[src/rtl/core/assert_macros.svh]
// Assertion helpers shared by the RTL files.
// Each macro samples on clk_i and is disabled while rst_ni is low.
`ifndef ASSERT_MACROS_SVH
`define ASSERT_MACROS_SVH

// Check that a property holds on every clock edge.
`define SLCFP_ASSERT(lbl, prop, msg) \
  lbl: assert property (@(posedge clk_i) disable iff (!rst_ni) (prop)) else $error(msg);

// Check that a condition implies a consequence in the following cycle.
`define SLCFP_ASSERT_NEXT(lbl, ante, cons, msg) \
  lbl: assert property (@(posedge clk_i) disable iff (!rst_ni) (ante) |=> (cons)) \
    else $error(msg);

`endif

[src/rtl/core/slcfp_pkg.sv]
// ---------------------------------------------------------------------------
// slcfp_pkg
// Shared types, constants and the CRC-16/CCITT-FALSE byte update for the
// framed packet receiver.
// ---------------------------------------------------------------------------
`timescale 1ns / 1ps

package slcfp_pkg;

  localparam int MAX_BODY_DEF = 64;
  localparam int PREFIX_LEN   = 4;

  localparam logic [15:0] CRC_POLY = 16'h1021;
  localparam logic [15:0] CRC_INIT = 16'hFFFF;
  localparam logic [15:0] CRC_MSB  = 16'h8000;

  localparam logic [7:0] SYNC_FIRST_RST  = 8'hAA;
  localparam logic [7:0] SYNC_SECOND_RST = 8'h55;
  localparam logic [7:0] VERSION_RST     = 8'h01;
  localparam logic [6:0] BODY_LIMIT_RST  = 7'd64;

  typedef enum logic [1:0] {
    CFG_SYNC_FIRST  = 2'd0,
    CFG_SYNC_SECOND = 2'd1,
    CFG_VERSION     = 2'd2,
    CFG_BODY_LIMIT  = 2'd3
  } cfg_reg_e;

  typedef enum logic [1:0] {
    KIND_DATA    = 2'd0,
    KIND_LEN_ERR = 2'd1,
    KIND_CRC_ERR = 2'd2,
    KIND_VER_ERR = 2'd3
  } kind_e;

  typedef enum logic [2:0] {
    CRC_HOLD,
    CRC_LOAD_INIT,
    CRC_LOAD_SF,
    CRC_PAIR,
    CRC_ACC
  } crc_op_e;

  typedef enum logic [1:0] {
    OUT_NONE,
    OUT_ERR,
    OUT_EMPTY,
    OUT_DATA
  } out_op_e;

  typedef struct packed {
    crc_op_e crc_op;
    logic    len_hi_load;
    logic    body_clr;
    logic    body_wr;
    logic    crch_load;
    logic    emit_clr;
    logic    emit_adv;
    out_op_e out_op;
    kind_e   out_kind;
  } cmd_t;

  typedef struct packed {
    logic b_is_sf;
    logic b_is_ss;
    logic lenh_is_sf;
    logic crch_is_sf;
    logic len_bad;
    logic crc_ok;
    logic ver_ok;
    logic plen_zero;
    logic body_done;
    logic emit_last;
    logic out_free;
  } status_t;

  function automatic logic [15:0] crc_byte(logic [15:0] crc, logic [7:0] b);
    logic [15:0] c;
    c = crc ^ {b, 8'h00};
    for (int i = 0; i < 8; i++) begin
      c = ((c & CRC_MSB) != 16'h0000) ? ((c << 1) ^ CRC_POLY) : (c << 1);
    end
    return c;
  endfunction

  localparam logic [15:0] CRC_SF_RST = crc_byte(CRC_INIT, SYNC_FIRST_RST);

endpackage

[src/rtl/core/slcfp_rx_if.sv]
// ---------------------------------------------------------------------------
// slcfp_rx_if
// Received byte channel: valid/ready handshake carrying one link byte.
// ---------------------------------------------------------------------------
`timescale 1ns / 1ps

interface slcfp_rx_if;
  logic       valid;
  logic       ready;
  logic [7:0] rx_byte;

  modport source (output valid, output rx_byte, input ready);
  modport sink   (input valid, input rx_byte, output ready);
endinterface

[src/rtl/core/slcfp_res_if.sv]
// ---------------------------------------------------------------------------
// slcfp_res_if
// Result channel: valid/ready handshake carrying one frame data or error result.
// ---------------------------------------------------------------------------
`timescale 1ns / 1ps

interface slcfp_res_if;
  logic       valid;
  logic       ready;
  logic [1:0] kind;
  logic [7:0] message_id;
  logic [7:0] sequence_number;
  logic [7:0] frame_flags;
  logic [7:0] payload_byte;
  logic       byte_valid;
  logic       last;

  modport source (
    output valid, output kind, output message_id, output sequence_number,
    output frame_flags, output payload_byte, output byte_valid, output last,
    input ready
  );
  modport sink (
    input valid, input kind, input message_id, input sequence_number,
    input frame_flags, input payload_byte, input byte_valid, input last,
    output ready
  );
endinterface

[src/rtl/core/sync_length_crc_frame_parser_top.sv]
// ---------------------------------------------------------------------------
// sync_length_crc_frame_parser_top
// Framed packet receiver with sync pair, 16-bit length, body and
// CRC-16/CCITT-FALSE check; releases the payload of good frames.
// ---------------------------------------------------------------------------
// Received bytes are taken at one per cycle while a frame is parsed; the byte
// that completes the length field or the CRC is taken only once the result
// register is free or being emptied in the same cycle. After a frame with a
// good CRC and version, its n payload bytes drain from the body store, each by
// a registered memory read and then an output register load that waits for a
// free result register, and no input byte is taken during the drain. The body
// store needs no clearing pass after reset.
// ---------------------------------------------------------------------------
`timescale 1ns / 1ps

module sync_length_crc_frame_parser_top #(
  parameter int MAX_BODY = slcfp_pkg::MAX_BODY_DEF
) (
  input  logic        clk_i,
  input  logic        rst_ni,
  input  logic        cfg_we_i,
  input  logic [1:0]  cfg_idx_i,
  input  logic [7:0]  cfg_wdata_i,
  slcfp_rx_if.sink    rx_i,
  slcfp_res_if.source res_o
);

  slcfp_pkg::cmd_t    cmd;
  slcfp_pkg::status_t status;
  logic               rx_ready;

  assign rx_i.ready = rx_ready;

  slcfp_ctrl u_ctrl (
    .clk_i      (clk_i),
    .rst_ni     (rst_ni),
    .rx_valid_i (rx_i.valid),
    .rx_ready_o (rx_ready),
    .status_i   (status),
    .cmd_o      (cmd)
  );

  slcfp_dp #(
    .MAX_BODY (MAX_BODY)
  ) u_dp (
    .clk_i       (clk_i),
    .rst_ni      (rst_ni),
    .cfg_we_i    (cfg_we_i),
    .cfg_idx_i   (cfg_idx_i),
    .cfg_wdata_i (cfg_wdata_i),
    .rx_byte_i   (rx_i.rx_byte),
    .cmd_i       (cmd),
    .status_o    (status),
    .res_o       (res_o)
  );

endmodule

[src/rtl/core/slcfp_ctrl.sv]
// ---------------------------------------------------------------------------
// slcfp_ctrl
// Frame parser state machine: sync, length, body and CRC phases, then the
// payload drain. Issues datapath commands from datapath status.
// ---------------------------------------------------------------------------
`timescale 1ns / 1ps
`include "assert_macros.svh"

module slcfp_ctrl (
  input  logic              clk_i,
  input  logic              rst_ni,
  input  logic              rx_valid_i,
  output logic              rx_ready_o,
  input  slcfp_pkg::status_t status_i,
  output slcfp_pkg::cmd_t    cmd_o
);

  typedef enum logic [3:0] {
    ST_SYNC0,
    ST_SYNC1,
    ST_LENH,
    ST_LENL,
    ST_BODY,
    ST_CRCH,
    ST_CRCL,
    ST_FETCH,
    ST_LOAD
  } state_e;

  state_e state_q, state_d;
  logic   rx_acc;

  always_comb begin
    unique case (state_q)
      ST_SYNC0, ST_SYNC1, ST_LENH, ST_BODY, ST_CRCH: rx_ready_o = 1'b1;
      ST_LENL, ST_CRCL: rx_ready_o = status_i.out_free;
      default: rx_ready_o = 1'b0;
    endcase
  end

  assign rx_acc = rx_valid_i && rx_ready_o;

  always_comb begin
    state_d              = state_q;
    cmd_o.crc_op         = slcfp_pkg::CRC_HOLD;
    cmd_o.len_hi_load    = 1'b0;
    cmd_o.body_clr       = 1'b0;
    cmd_o.body_wr        = 1'b0;
    cmd_o.crch_load      = 1'b0;
    cmd_o.emit_clr       = 1'b0;
    cmd_o.emit_adv       = 1'b0;
    cmd_o.out_op         = slcfp_pkg::OUT_NONE;
    cmd_o.out_kind       = slcfp_pkg::KIND_DATA;
    unique case (state_q)
      ST_SYNC0: begin
        if (rx_acc && status_i.b_is_sf) begin
          cmd_o.crc_op = slcfp_pkg::CRC_LOAD_SF;
          state_d      = ST_SYNC1;
        end
      end
      ST_SYNC1: begin
        if (rx_acc) begin
          if (status_i.b_is_ss) begin
            cmd_o.crc_op = slcfp_pkg::CRC_ACC;
            state_d      = ST_LENH;
          end else if (status_i.b_is_sf) begin
            cmd_o.crc_op = slcfp_pkg::CRC_LOAD_SF;
            state_d      = ST_SYNC1;
          end else begin
            cmd_o.crc_op = slcfp_pkg::CRC_LOAD_INIT;
            state_d      = ST_SYNC0;
          end
        end
      end
      ST_LENH: begin
        if (rx_acc) begin
          cmd_o.len_hi_load = 1'b1;
          cmd_o.crc_op      = slcfp_pkg::CRC_ACC;
          state_d           = ST_LENL;
        end
      end
      ST_LENL: begin
        if (rx_acc) begin
          if (status_i.len_bad) begin
            cmd_o.out_op   = slcfp_pkg::OUT_ERR;
            cmd_o.out_kind = slcfp_pkg::KIND_LEN_ERR;
            if (status_i.lenh_is_sf && status_i.b_is_ss) begin
              cmd_o.crc_op = slcfp_pkg::CRC_PAIR;
              state_d      = ST_LENH;
            end else if (status_i.b_is_sf) begin
              cmd_o.crc_op = slcfp_pkg::CRC_LOAD_SF;
              state_d      = ST_SYNC1;
            end else begin
              cmd_o.crc_op = slcfp_pkg::CRC_LOAD_INIT;
              state_d      = ST_SYNC0;
            end
          end else begin
            cmd_o.body_clr = 1'b1;
            cmd_o.crc_op   = slcfp_pkg::CRC_ACC;
            state_d        = ST_BODY;
          end
        end
      end
      ST_BODY: begin
        if (rx_acc) begin
          cmd_o.body_wr = 1'b1;
          cmd_o.crc_op  = slcfp_pkg::CRC_ACC;
          if (status_i.body_done) begin
            state_d = ST_CRCH;
          end
        end
      end
      ST_CRCH: begin
        if (rx_acc) begin
          cmd_o.crch_load = 1'b1;
          state_d         = ST_CRCL;
        end
      end
      ST_CRCL: begin
        if (rx_acc) begin
          priority if (!status_i.crc_ok) begin
            cmd_o.out_op   = slcfp_pkg::OUT_ERR;
            cmd_o.out_kind = slcfp_pkg::KIND_CRC_ERR;
            if (status_i.crch_is_sf && status_i.b_is_ss) begin
              cmd_o.crc_op = slcfp_pkg::CRC_PAIR;
              state_d      = ST_LENH;
            end else if (status_i.b_is_sf) begin
              cmd_o.crc_op = slcfp_pkg::CRC_LOAD_SF;
              state_d      = ST_SYNC1;
            end else begin
              cmd_o.crc_op = slcfp_pkg::CRC_LOAD_INIT;
              state_d      = ST_SYNC0;
            end
          end else if (!status_i.ver_ok) begin
            cmd_o.out_op   = slcfp_pkg::OUT_ERR;
            cmd_o.out_kind = slcfp_pkg::KIND_VER_ERR;
            cmd_o.crc_op   = slcfp_pkg::CRC_LOAD_INIT;
            state_d        = ST_SYNC0;
          end else if (status_i.plen_zero) begin
            cmd_o.out_op = slcfp_pkg::OUT_EMPTY;
            cmd_o.crc_op = slcfp_pkg::CRC_LOAD_INIT;
            state_d      = ST_SYNC0;
          end else begin
            cmd_o.emit_clr = 1'b1;
            cmd_o.crc_op   = slcfp_pkg::CRC_LOAD_INIT;
            state_d        = ST_FETCH;
          end
        end
      end
      ST_FETCH: begin
        state_d = ST_LOAD;
      end
      ST_LOAD: begin
        if (status_i.out_free) begin
          cmd_o.out_op   = slcfp_pkg::OUT_DATA;
          cmd_o.emit_adv = 1'b1;
          state_d        = status_i.emit_last ? ST_SYNC0 : ST_FETCH;
        end
      end
      default: begin
        state_d = ST_SYNC0;
      end
    endcase
  end

  always_ff @(posedge clk_i or negedge rst_ni) begin
    if (!rst_ni) begin
      state_q <= ST_SYNC0;
    end else begin
      state_q <= state_d;
    end
  end

  `SLCFP_ASSERT(a_out_load_free, (cmd_o.out_op == slcfp_pkg::OUT_NONE) || status_i.out_free, "result loaded into a busy output register")
  `SLCFP_ASSERT_NEXT(a_drain_ends, (state_q == ST_LOAD) && status_i.out_free && status_i.emit_last, (state_q == ST_SYNC0), "drain did not end after last payload byte")
  `SLCFP_ASSERT(a_no_rx_in_drain, !((state_q == ST_FETCH) || (state_q == ST_LOAD)) || !rx_ready_o, "input taken during payload drain")

endmodule

[src/rtl/core/slcfp_dp.sv]
// ---------------------------------------------------------------------------
// slcfp_dp
// Parser datapath: configuration registers, length and CRC registers, body
// store, header bytes and the result output register.
// ---------------------------------------------------------------------------
`timescale 1ns / 1ps
`include "assert_macros.svh"

module slcfp_dp #(
  parameter int MAX_BODY = slcfp_pkg::MAX_BODY_DEF
) (
  input  logic                 clk_i,
  input  logic                 rst_ni,
  input  logic                 cfg_we_i,
  input  logic [1:0]           cfg_idx_i,
  input  logic [7:0]           cfg_wdata_i,
  input  logic [7:0]           rx_byte_i,
  input  slcfp_pkg::cmd_t      cmd_i,
  output slcfp_pkg::status_t   status_o,
  slcfp_res_if.source          res_o
);

  localparam int ADDR_W = $clog2(MAX_BODY);
  localparam int CNT_W  = $clog2(MAX_BODY + 1);
  localparam logic [15:0] MaxBody16  = 16'(MAX_BODY);
  localparam logic [15:0] Prefix16   = 16'(slcfp_pkg::PREFIX_LEN);
  localparam logic [15:0] PrefixP116 = 16'(slcfp_pkg::PREFIX_LEN + 1);

  logic [7:0]  sync_first_q, sync_second_q, version_q;
  logic [6:0]  body_limit_q;
  logic [15:0] crc_sf_q;

  logic [7:0]        len_hi_q;
  logic [15:0]       len_q;
  logic [CNT_W-1:0]  body_count_q;
  logic [15:0]       crc_q, crc_d;
  logic [7:0]        crch_q;
  logic [7:0]        hdr_q [4];
  logic [ADDR_W-1:0] emit_q;

  logic [7:0]        mem [MAX_BODY];
  logic [7:0]        rdata_q;
  logic [ADDR_W-1:0] rd_addr;

  logic        out_valid_q;
  logic [1:0]  out_kind_q;
  logic [7:0]  out_id_q, out_seq_q, out_flags_q, out_pb_q;
  logic        out_bv_q, out_last_q;

  logic [15:0] len16, limit16, base_crc;
  logic        load;

  // Configuration write port
  always_ff @(posedge clk_i or negedge rst_ni) begin
    if (!rst_ni) begin
      sync_first_q  <= slcfp_pkg::SYNC_FIRST_RST;
      sync_second_q <= slcfp_pkg::SYNC_SECOND_RST;
      version_q     <= slcfp_pkg::VERSION_RST;
      body_limit_q  <= slcfp_pkg::BODY_LIMIT_RST;
      crc_sf_q      <= slcfp_pkg::CRC_SF_RST;
    end else if (cfg_we_i) begin
      unique case (slcfp_pkg::cfg_reg_e'(cfg_idx_i))
        slcfp_pkg::CFG_SYNC_FIRST: begin
          sync_first_q <= cfg_wdata_i;
          crc_sf_q     <= slcfp_pkg::crc_byte(slcfp_pkg::CRC_INIT, cfg_wdata_i);
        end
        slcfp_pkg::CFG_SYNC_SECOND: sync_second_q <= cfg_wdata_i;
        slcfp_pkg::CFG_VERSION:     version_q     <= cfg_wdata_i;
        slcfp_pkg::CFG_BODY_LIMIT:  body_limit_q  <= cfg_wdata_i[6:0];
        default: ;
      endcase
    end
  end

  assign len16   = {len_hi_q, rx_byte_i};
  assign limit16 = ({9'd0, body_limit_q} < MaxBody16) ? {9'd0, body_limit_q} : MaxBody16;
  assign rd_addr = ADDR_W'(slcfp_pkg::PREFIX_LEN) + emit_q;

  assign status_o.b_is_sf    = (rx_byte_i == sync_first_q);
  assign status_o.b_is_ss    = (rx_byte_i == sync_second_q);
  assign status_o.lenh_is_sf = (len_hi_q == sync_first_q);
  assign status_o.crch_is_sf = (crch_q == sync_first_q);
  assign status_o.len_bad    = (len16 < Prefix16) || (len16 > limit16);
  assign status_o.crc_ok     = ({crch_q, rx_byte_i} == crc_q);
  assign status_o.ver_ok     = (hdr_q[0] == version_q);
  assign status_o.plen_zero  = (len_q == Prefix16);
  assign status_o.body_done  = ((16'(body_count_q) + 16'd1) >= len_q);
  assign status_o.emit_last  = ((16'(emit_q) + PrefixP116) == len_q);
  assign status_o.out_free   = !out_valid_q || res_o.ready;

  always_comb begin
    base_crc = (cmd_i.crc_op == slcfp_pkg::CRC_PAIR) ? crc_sf_q : crc_q;
    unique case (cmd_i.crc_op)
      slcfp_pkg::CRC_LOAD_INIT:           crc_d = slcfp_pkg::CRC_INIT;
      slcfp_pkg::CRC_LOAD_SF:             crc_d = crc_sf_q;
      slcfp_pkg::CRC_PAIR,
      slcfp_pkg::CRC_ACC:                 crc_d = slcfp_pkg::crc_byte(base_crc, rx_byte_i);
      default:                            crc_d = crc_q;
    endcase
  end

  always_ff @(posedge clk_i or negedge rst_ni) begin
    if (!rst_ni) begin
      crc_q        <= slcfp_pkg::CRC_INIT;
      body_count_q <= '0;
      emit_q       <= '0;
    end else begin
      crc_q <= crc_d;
      if (cmd_i.body_clr) begin
        body_count_q <= '0;
      end else if (cmd_i.body_wr) begin
        body_count_q <= body_count_q + CNT_W'(1);
      end
      if (cmd_i.emit_clr) begin
        emit_q <= '0;
      end else if (cmd_i.emit_adv) begin
        emit_q <= emit_q + ADDR_W'(1);
      end
    end
  end

  always_ff @(posedge clk_i) begin
    if (cmd_i.len_hi_load) begin
      len_hi_q <= rx_byte_i;
    end
    if (cmd_i.body_clr) begin
      len_q <= len16;
    end
    if (cmd_i.crch_load) begin
      crch_q <= rx_byte_i;
    end
    if (cmd_i.body_wr && (16'(body_count_q) < Prefix16)) begin
      hdr_q[body_count_q[1:0]] <= rx_byte_i;
    end
  end

  // Body store
  always_ff @(posedge clk_i) begin
    if (cmd_i.body_wr) begin
      mem[body_count_q[ADDR_W-1:0]] <= rx_byte_i;
    end
    rdata_q <= mem[rd_addr];
  end

  // Result output register
  assign load = (cmd_i.out_op != slcfp_pkg::OUT_NONE);

  always_ff @(posedge clk_i or negedge rst_ni) begin
    if (!rst_ni) begin
      out_valid_q <= 1'b0;
    end else if (load) begin
      out_valid_q <= 1'b1;
    end else if (res_o.ready) begin
      out_valid_q <= 1'b0;
    end
  end

  always_ff @(posedge clk_i) begin
    unique case (cmd_i.out_op)
      slcfp_pkg::OUT_ERR: begin
        out_kind_q  <= cmd_i.out_kind;
        out_id_q    <= 8'h00;
        out_seq_q   <= 8'h00;
        out_flags_q <= 8'h00;
        out_pb_q    <= 8'h00;
        out_bv_q    <= 1'b0;
        out_last_q  <= 1'b1;
      end
      slcfp_pkg::OUT_EMPTY: begin
        out_kind_q  <= slcfp_pkg::KIND_DATA;
        out_id_q    <= hdr_q[1];
        out_seq_q   <= hdr_q[2];
        out_flags_q <= hdr_q[3];
        out_pb_q    <= 8'h00;
        out_bv_q    <= 1'b0;
        out_last_q  <= 1'b1;
      end
      slcfp_pkg::OUT_DATA: begin
        out_kind_q  <= slcfp_pkg::KIND_DATA;
        out_id_q    <= hdr_q[1];
        out_seq_q   <= hdr_q[2];
        out_flags_q <= hdr_q[3];
        out_pb_q    <= rdata_q;
        out_bv_q    <= 1'b1;
        out_last_q  <= status_o.emit_last;
      end
      default: ;
    endcase
  end

  assign res_o.valid           = out_valid_q;
  assign res_o.kind            = out_kind_q;
  assign res_o.message_id      = out_id_q;
  assign res_o.sequence_number = out_seq_q;
  assign res_o.frame_flags     = out_flags_q;
  assign res_o.payload_byte    = out_pb_q;
  assign res_o.byte_valid      = out_bv_q;
  assign res_o.last            = out_last_q;

  `SLCFP_ASSERT(a_body_wr_in_len, !cmd_i.body_wr || (16'(body_count_q) < len_q), "body write beyond frame length")
  `SLCFP_ASSERT_NEXT(a_data_kind, (cmd_i.out_op == slcfp_pkg::OUT_DATA), (out_valid_q && out_bv_q && (out_kind_q == slcfp_pkg::KIND_DATA)), "payload result without data kind")
  `SLCFP_ASSERT(a_err_single, !(out_valid_q && (out_kind_q != slcfp_pkg::KIND_DATA)) || (out_last_q && !out_bv_q), "error result not a single last transfer")

endmodule
[src/flat_wrapper.sv]
// flat-port wrapper written by rule: the top's interface ports become plain ports
module sync_length_crc_frame_parser_top_flat 
#(
  parameter int MAX_BODY = slcfp_pkg::MAX_BODY_DEF
)
  (clk_i, rst_ni, cfg_we_i, cfg_idx_i, cfg_wdata_i, rx_i_valid, rx_i_rx_byte, rx_i_ready, res_o_valid, res_o_kind, res_o_message_id, res_o_sequence_number, res_o_frame_flags, res_o_payload_byte, res_o_byte_valid, res_o_last, res_o_ready);
  slcfp_rx_if rx_i_i ();
  slcfp_res_if res_o_i ();
  input  logic clk_i;
  input  logic rst_ni;
  input  logic cfg_we_i;
  input  logic [1:0] cfg_idx_i;
  input  logic [7:0] cfg_wdata_i;
  input wire logic [$bits(rx_i_i.valid)-1:0] rx_i_valid;
  input wire logic [$bits(rx_i_i.rx_byte)-1:0] rx_i_rx_byte;
  output wire logic [$bits(rx_i_i.ready)-1:0] rx_i_ready;
  output wire logic [$bits(res_o_i.valid)-1:0] res_o_valid;
  output wire logic [$bits(res_o_i.kind)-1:0] res_o_kind;
  output wire logic [$bits(res_o_i.message_id)-1:0] res_o_message_id;
  output wire logic [$bits(res_o_i.sequence_number)-1:0] res_o_sequence_number;
  output wire logic [$bits(res_o_i.frame_flags)-1:0] res_o_frame_flags;
  output wire logic [$bits(res_o_i.payload_byte)-1:0] res_o_payload_byte;
  output wire logic [$bits(res_o_i.byte_valid)-1:0] res_o_byte_valid;
  output wire logic [$bits(res_o_i.last)-1:0] res_o_last;
  input wire logic [$bits(res_o_i.ready)-1:0] res_o_ready;
  assign rx_i_i.valid = rx_i_valid;
  assign rx_i_i.rx_byte = rx_i_rx_byte;
  assign rx_i_ready = rx_i_i.ready;
  assign res_o_valid = res_o_i.valid;
  assign res_o_kind = res_o_i.kind;
  assign res_o_message_id = res_o_i.message_id;
  assign res_o_sequence_number = res_o_i.sequence_number;
  assign res_o_frame_flags = res_o_i.frame_flags;
  assign res_o_payload_byte = res_o_i.payload_byte;
  assign res_o_byte_valid = res_o_i.byte_valid;
  assign res_o_last = res_o_i.last;
  assign res_o_i.ready = res_o_ready;
  sync_length_crc_frame_parser_top #(.MAX_BODY(MAX_BODY)) u_core (.clk_i(clk_i), .rst_ni(rst_ni), .cfg_we_i(cfg_we_i), .cfg_idx_i(cfg_idx_i), .cfg_wdata_i(cfg_wdata_i), .rx_i(rx_i_i), .res_o(res_o_i));
endmodule
[config.mk]
export PLATFORM = sky130hd
export DESIGN_NAME = sync_length_crc_frame_parser_top_flat
export DESIGN_NICKNAME = d
export VERILOG_FILES = /design/src/rtl/core/slcfp_pkg.sv /design/src/rtl/core/slcfp_rx_if.sv /design/src/rtl/core/slcfp_res_if.sv /design/src/rtl/core/sync_length_crc_frame_parser_top.sv /design/src/rtl/core/slcfp_ctrl.sv /design/src/rtl/core/slcfp_dp.sv /design/src/flat_wrapper.sv
export VERILOG_INCLUDE_DIRS = /design/src /design/src/rtl/core
export SDC_FILE = /design/constraint.sdc
export NUM_CORES = 1
export LEC_CHECK = 0
export CAP_MARGIN = 20
export CORE_UTILIZATION = 50
export DETAILED_ROUTE_END_ITERATION = 7
export DONT_BUFFER_PORTS = 1
export PLACE_DENSITY_LB_ADDON = 0.1
export SLEW_MARGIN = 20
export SYNTH_ARGS = -nofsm -noshare
export SYNTH_HDL_FRONTEND = slang
export SYNTH_SLANG_ARGS = --single-unit
[constraint.sdc]
create_clock -name clk_i -period 4.5 [get_ports clk_i]
set_input_delay 0.45 -clock clk_i [delete_from_list [all_inputs] [get_ports clk_i]]
set_output_delay 0.45 -clock clk_i [all_outputs]
set_load 0.02 [all_outputs]
==> reports/results.tsv <==
stage	metric	value	unit
layout	layout cells sized above 1	0.2600	
worst_setup_path	type of the worst setup path	reg2reg	
global_routing	first-pass GRT wire length	97.39	mm
floorplanning	die area	58580	um^2
worst_setup_path	CP required	5.03	ns
sta	worst hold slack	0.05582	ns
layout	# diodes	0	
yosys	synthesized area	28810	um^2
yosys	synth cell count leaders	edfxtp_1 (612), mux4_2 (168), nor2_1 (116), xor2_1 (72), clkbuf_1 (51)	
clock_network	Num CTS Buffers	73	
yosys	cell with the most instances after synthesis	edfxtp_1	
clock_network	CTS tree	yes	
min_path	Min-Delay Path Depth	2	
worst_setup_path	worst-path fanout max	19	
layout	Post-Layout Cell Count	2475	
layout	area grow syn2layout	13.99	%
yosys	Yosys reg bits	697	
clock_network	htree depth	3	
yosys	Cell variety after synth	60	
yosys	top area cells in the synthesized netlist	edfxtp_1 (64%), mux4_2 (13%), dfrtp_1 (3.9%)	
floorplanning	num rows	87	
global_routing	gr usage total	0.2244	
min_path	min-delay worst type	in2reg	
sta	setup_tns	0	ns
drt	Max Used Layer	met4	
sta	Slew @ Worst Pin	0.8803	ns
drt	DRC	0	
global_routing	largest net degree at the start of global routing	78	
floorplanning	Chip Width	242.0	um
run	max_cap viols	0	
worst_setup_path	r2r setup slk	0.79	ns
floorplanning	Ports	61	
clock_network	CTS max path bufs	3	
power_and_ir_drop	maximum VDD drop	0.0004014	V
worst_setup_path	FF-to-FF path depth	14	
yosys	Yosys top cell by area	edfxtp_1	
drt	Via density	5.838	
power_and_ir_drop	P_leak	0.01090	uW
yosys	Avg Cell Area, Syn	18.37	um^2
floorplanning	Initial Utilization	0.5089	
power_and_ir_drop	Total Power	19130	uW
placement	GPL Wtd Cong	0.8598	
clock_network	CTS root buf	clkbuf_16	
drt	routed wl met3	3.399	mm
yosys	yosys synthesis warning count	0	
sta	RSZ-0062 raised after global routing	no	
placement	placed cell count	2323	
min_path	Worst Hold Path EP	u_core.u_dp.crc_sf_q[5]	
yosys	register area share after synthesis	0.7118	
drt	post-route ant nets	0	
sta	final hold vios	0	
yosys	asr flop ratio synth	0.1105	
drt	Via Count	14450	
drt	DR pass1 iterations	5	
placement	IO buf count	0	
yosys	net count after synthesis	1613	
drt	DR iter-0 viols	1090	
clock_network	CTS Sinks	697	
global_routing	initial antenna violation count	0	
drt	final wirelength	63.90	mm
worst_setup_path	crit start category	register	
sta	Slew HR	0.4110	
worst_setup_path	reg2reg start	u_core.u_dp.body_limit_q[6]	
global_routing	vias in the first global route	14760	
drt	routed length per instance	25.82	um
placement	HPWL Detailed	38.30	mm
yosys	Synth Flop Type	edfxtp_1	
clock_network	Clk pin slew, worst setup/hold paths	0.06	ns
worst_setup_path	Worst setup EP type	register	
sta	Pins Over Slew Limit	0	
layout	fin nets	1705	
sta	Final period util	0.8245	
drt	WL met2	30.29	mm
power_and_ir_drop	PD cells	582.7	nW/um^2
worst_setup_path	reg2reg end	u_core.u_dp.crc_q[12]	
min_path	Hold Startpoint	cfg_wdata_i[5]	
yosys	Synth top area share	0.6379	
global_routing	total gr overflow	0	
drt	WL met1	28.99	mm
yosys	Cells after Synth	1568	
floorplanning	Core ar.	56600	um^2
sta	Worst Skew	0.01650	ns
worst_setup_path	CP arrival	4.24	ns
clock_network	clk_lat worst skew	0.60	ns
sta	Highest Clock Rate	269.5	MHz
yosys	Post-synth EDFFs	612	
clock_network	CTS resizes	0	
floorplanning	Chip Height	242.0	um
layout	final core utilization	0.5801	
outcome	outcome	complete, no violations	
sta	Final Setup Violations	0	
sta	fin crit period	3.710	ns
==> power by group <==
part / internal, uW / switching (uW)
Clock: 3580 / 2440
Combinational: 2470 / 2440
Sequential: 7520 / 675
Total: 13600 / 5560
==> flip-flops by register name (all words and copies together) (netlist names), 12 cells and up <==
register and count:
u_core.u_dp.hdr_q 32, u_core.u_dp.mem 512, u_core.u_dp.crc_q 16, u_core.u_dp.len_q 16, u_core.u_dp.crc_sf_q 12
==> cell families after synthesis <==
kind of cell / share of synthesized area
mux: 0.1502
simple gates: 0.05308
flops: 0.7118
compound gates: 0.02589
buf+inv: 0.01381
xor+xnor: 0.03570
fa+ha+maj: 0.009555
==> worst max path at each step <==
stage	start	to	slack (ns)	depth (start not counted)
3_5_place_dp	u_core.u_dp.body_limit_q[6]	u_core.u_dp.crc_q[12]	0.80	14
4_1_cts	u_core.u_dp.body_limit_q[6]	u_core.u_dp.crc_q[12]	0.79	14
6_report	u_core.u_dp.body_limit_q[6]	u_core.u_dp.crc_q[12]	0.79	14
2_1_floorplan	u_core.u_dp.body_limit_q[6]	u_core.u_dp.len_q[0]	0.98	7
5_1_grt	u_core.u_dp.body_limit_q[6]	u_core.u_dp.crc_q[12]	0.52	14
3_3_place_gp	u_core.u_dp.body_limit_q[6]	u_core.u_dp.crc_q[12]	0.89	14
==> critical path, stage by stage (launching register included) <==
cell and delay [ns]:
dfstp_2 0.53, inv_1 0.09, nand2_1 0.08, ha_1 0.25, and4_1 0.23, a211o_1 0.25
a21oi_1 0.31, o211ai_1 0.19, a21boi_2 0.17, buf_4 0.31, mux2i_1 0.31, xnor2_2 0.17
xnor2_1 0.18, or3b_1 0.40, and3_1 0.17
==> per-stage QoR <==
stage,cell area (um^2),setup slack (ns)
3_5_place_dp,30100,0.8021
4_1_cts,32830,0.7890
2_1_floorplan,28810,0.9760
3_3_place_gp,30100,0.8910
6_report,32840,0.7896
5_1_grt,32840,0.5198
==> final cells by class <==
cell class                      count  area [um^2]
Clock buffer                       91         1979
Clock inverter                     43        416.7
Fill cell                        4253        23770
Inverter                           22        82.58
Multi-Input combinational cell    770         7939
Sequential cell                   697        20510
Tap cell                          756        945.9
Timing Repair Buffer               96        960.9
==> per-layer routing <==
layer  global-route usage  vias up
li1                     -     6398
met1               0.3332     7545
met2               0.3492      414
met5                    0        -
met4              0.05566        0
met3              0.03667       93
==> cells in the final DEF, fill, tap and decap left out, types with 9 or more instances in the layout <==
cell type      Yosys  final
nor2_1           116    116
clkinv_1           0     14
ha_1              22     22
dfrtp_1           45     43
xor2_1            72     71
mux2i_1           16     16
inv_1             22     22
nor3_1            16     14
mux4_2           168    168
buf_16             0      9
and2_1            31     31
a21o_1             9      9
nand2_1           37     37
edfxtp_1         612    612
a21oi_1           33     33
dfstp_2           32     32
and3_1            15     15
xnor2_1           38     38
dlygate4sd3_1      0      9
clkbuf_1          51     14
clkbuf_16          0     77
nor4_1            19     19
o21ai_0           19     19
buf_4              0     75
clkinv_2           0     16
nand3_1           22     22
mux2_2            34     34
==> repair_timing <==
| action | CTS | global route |
|---|---|---|
| setup buffers | 0 | 0 |
| hold endpoints to repair | 677 | 0 |
| hold buffers | 18 | 0 |
| setup endpoints to repair | 0 | 0 |
Note: power is estimated with default switching activity, not from simulation.
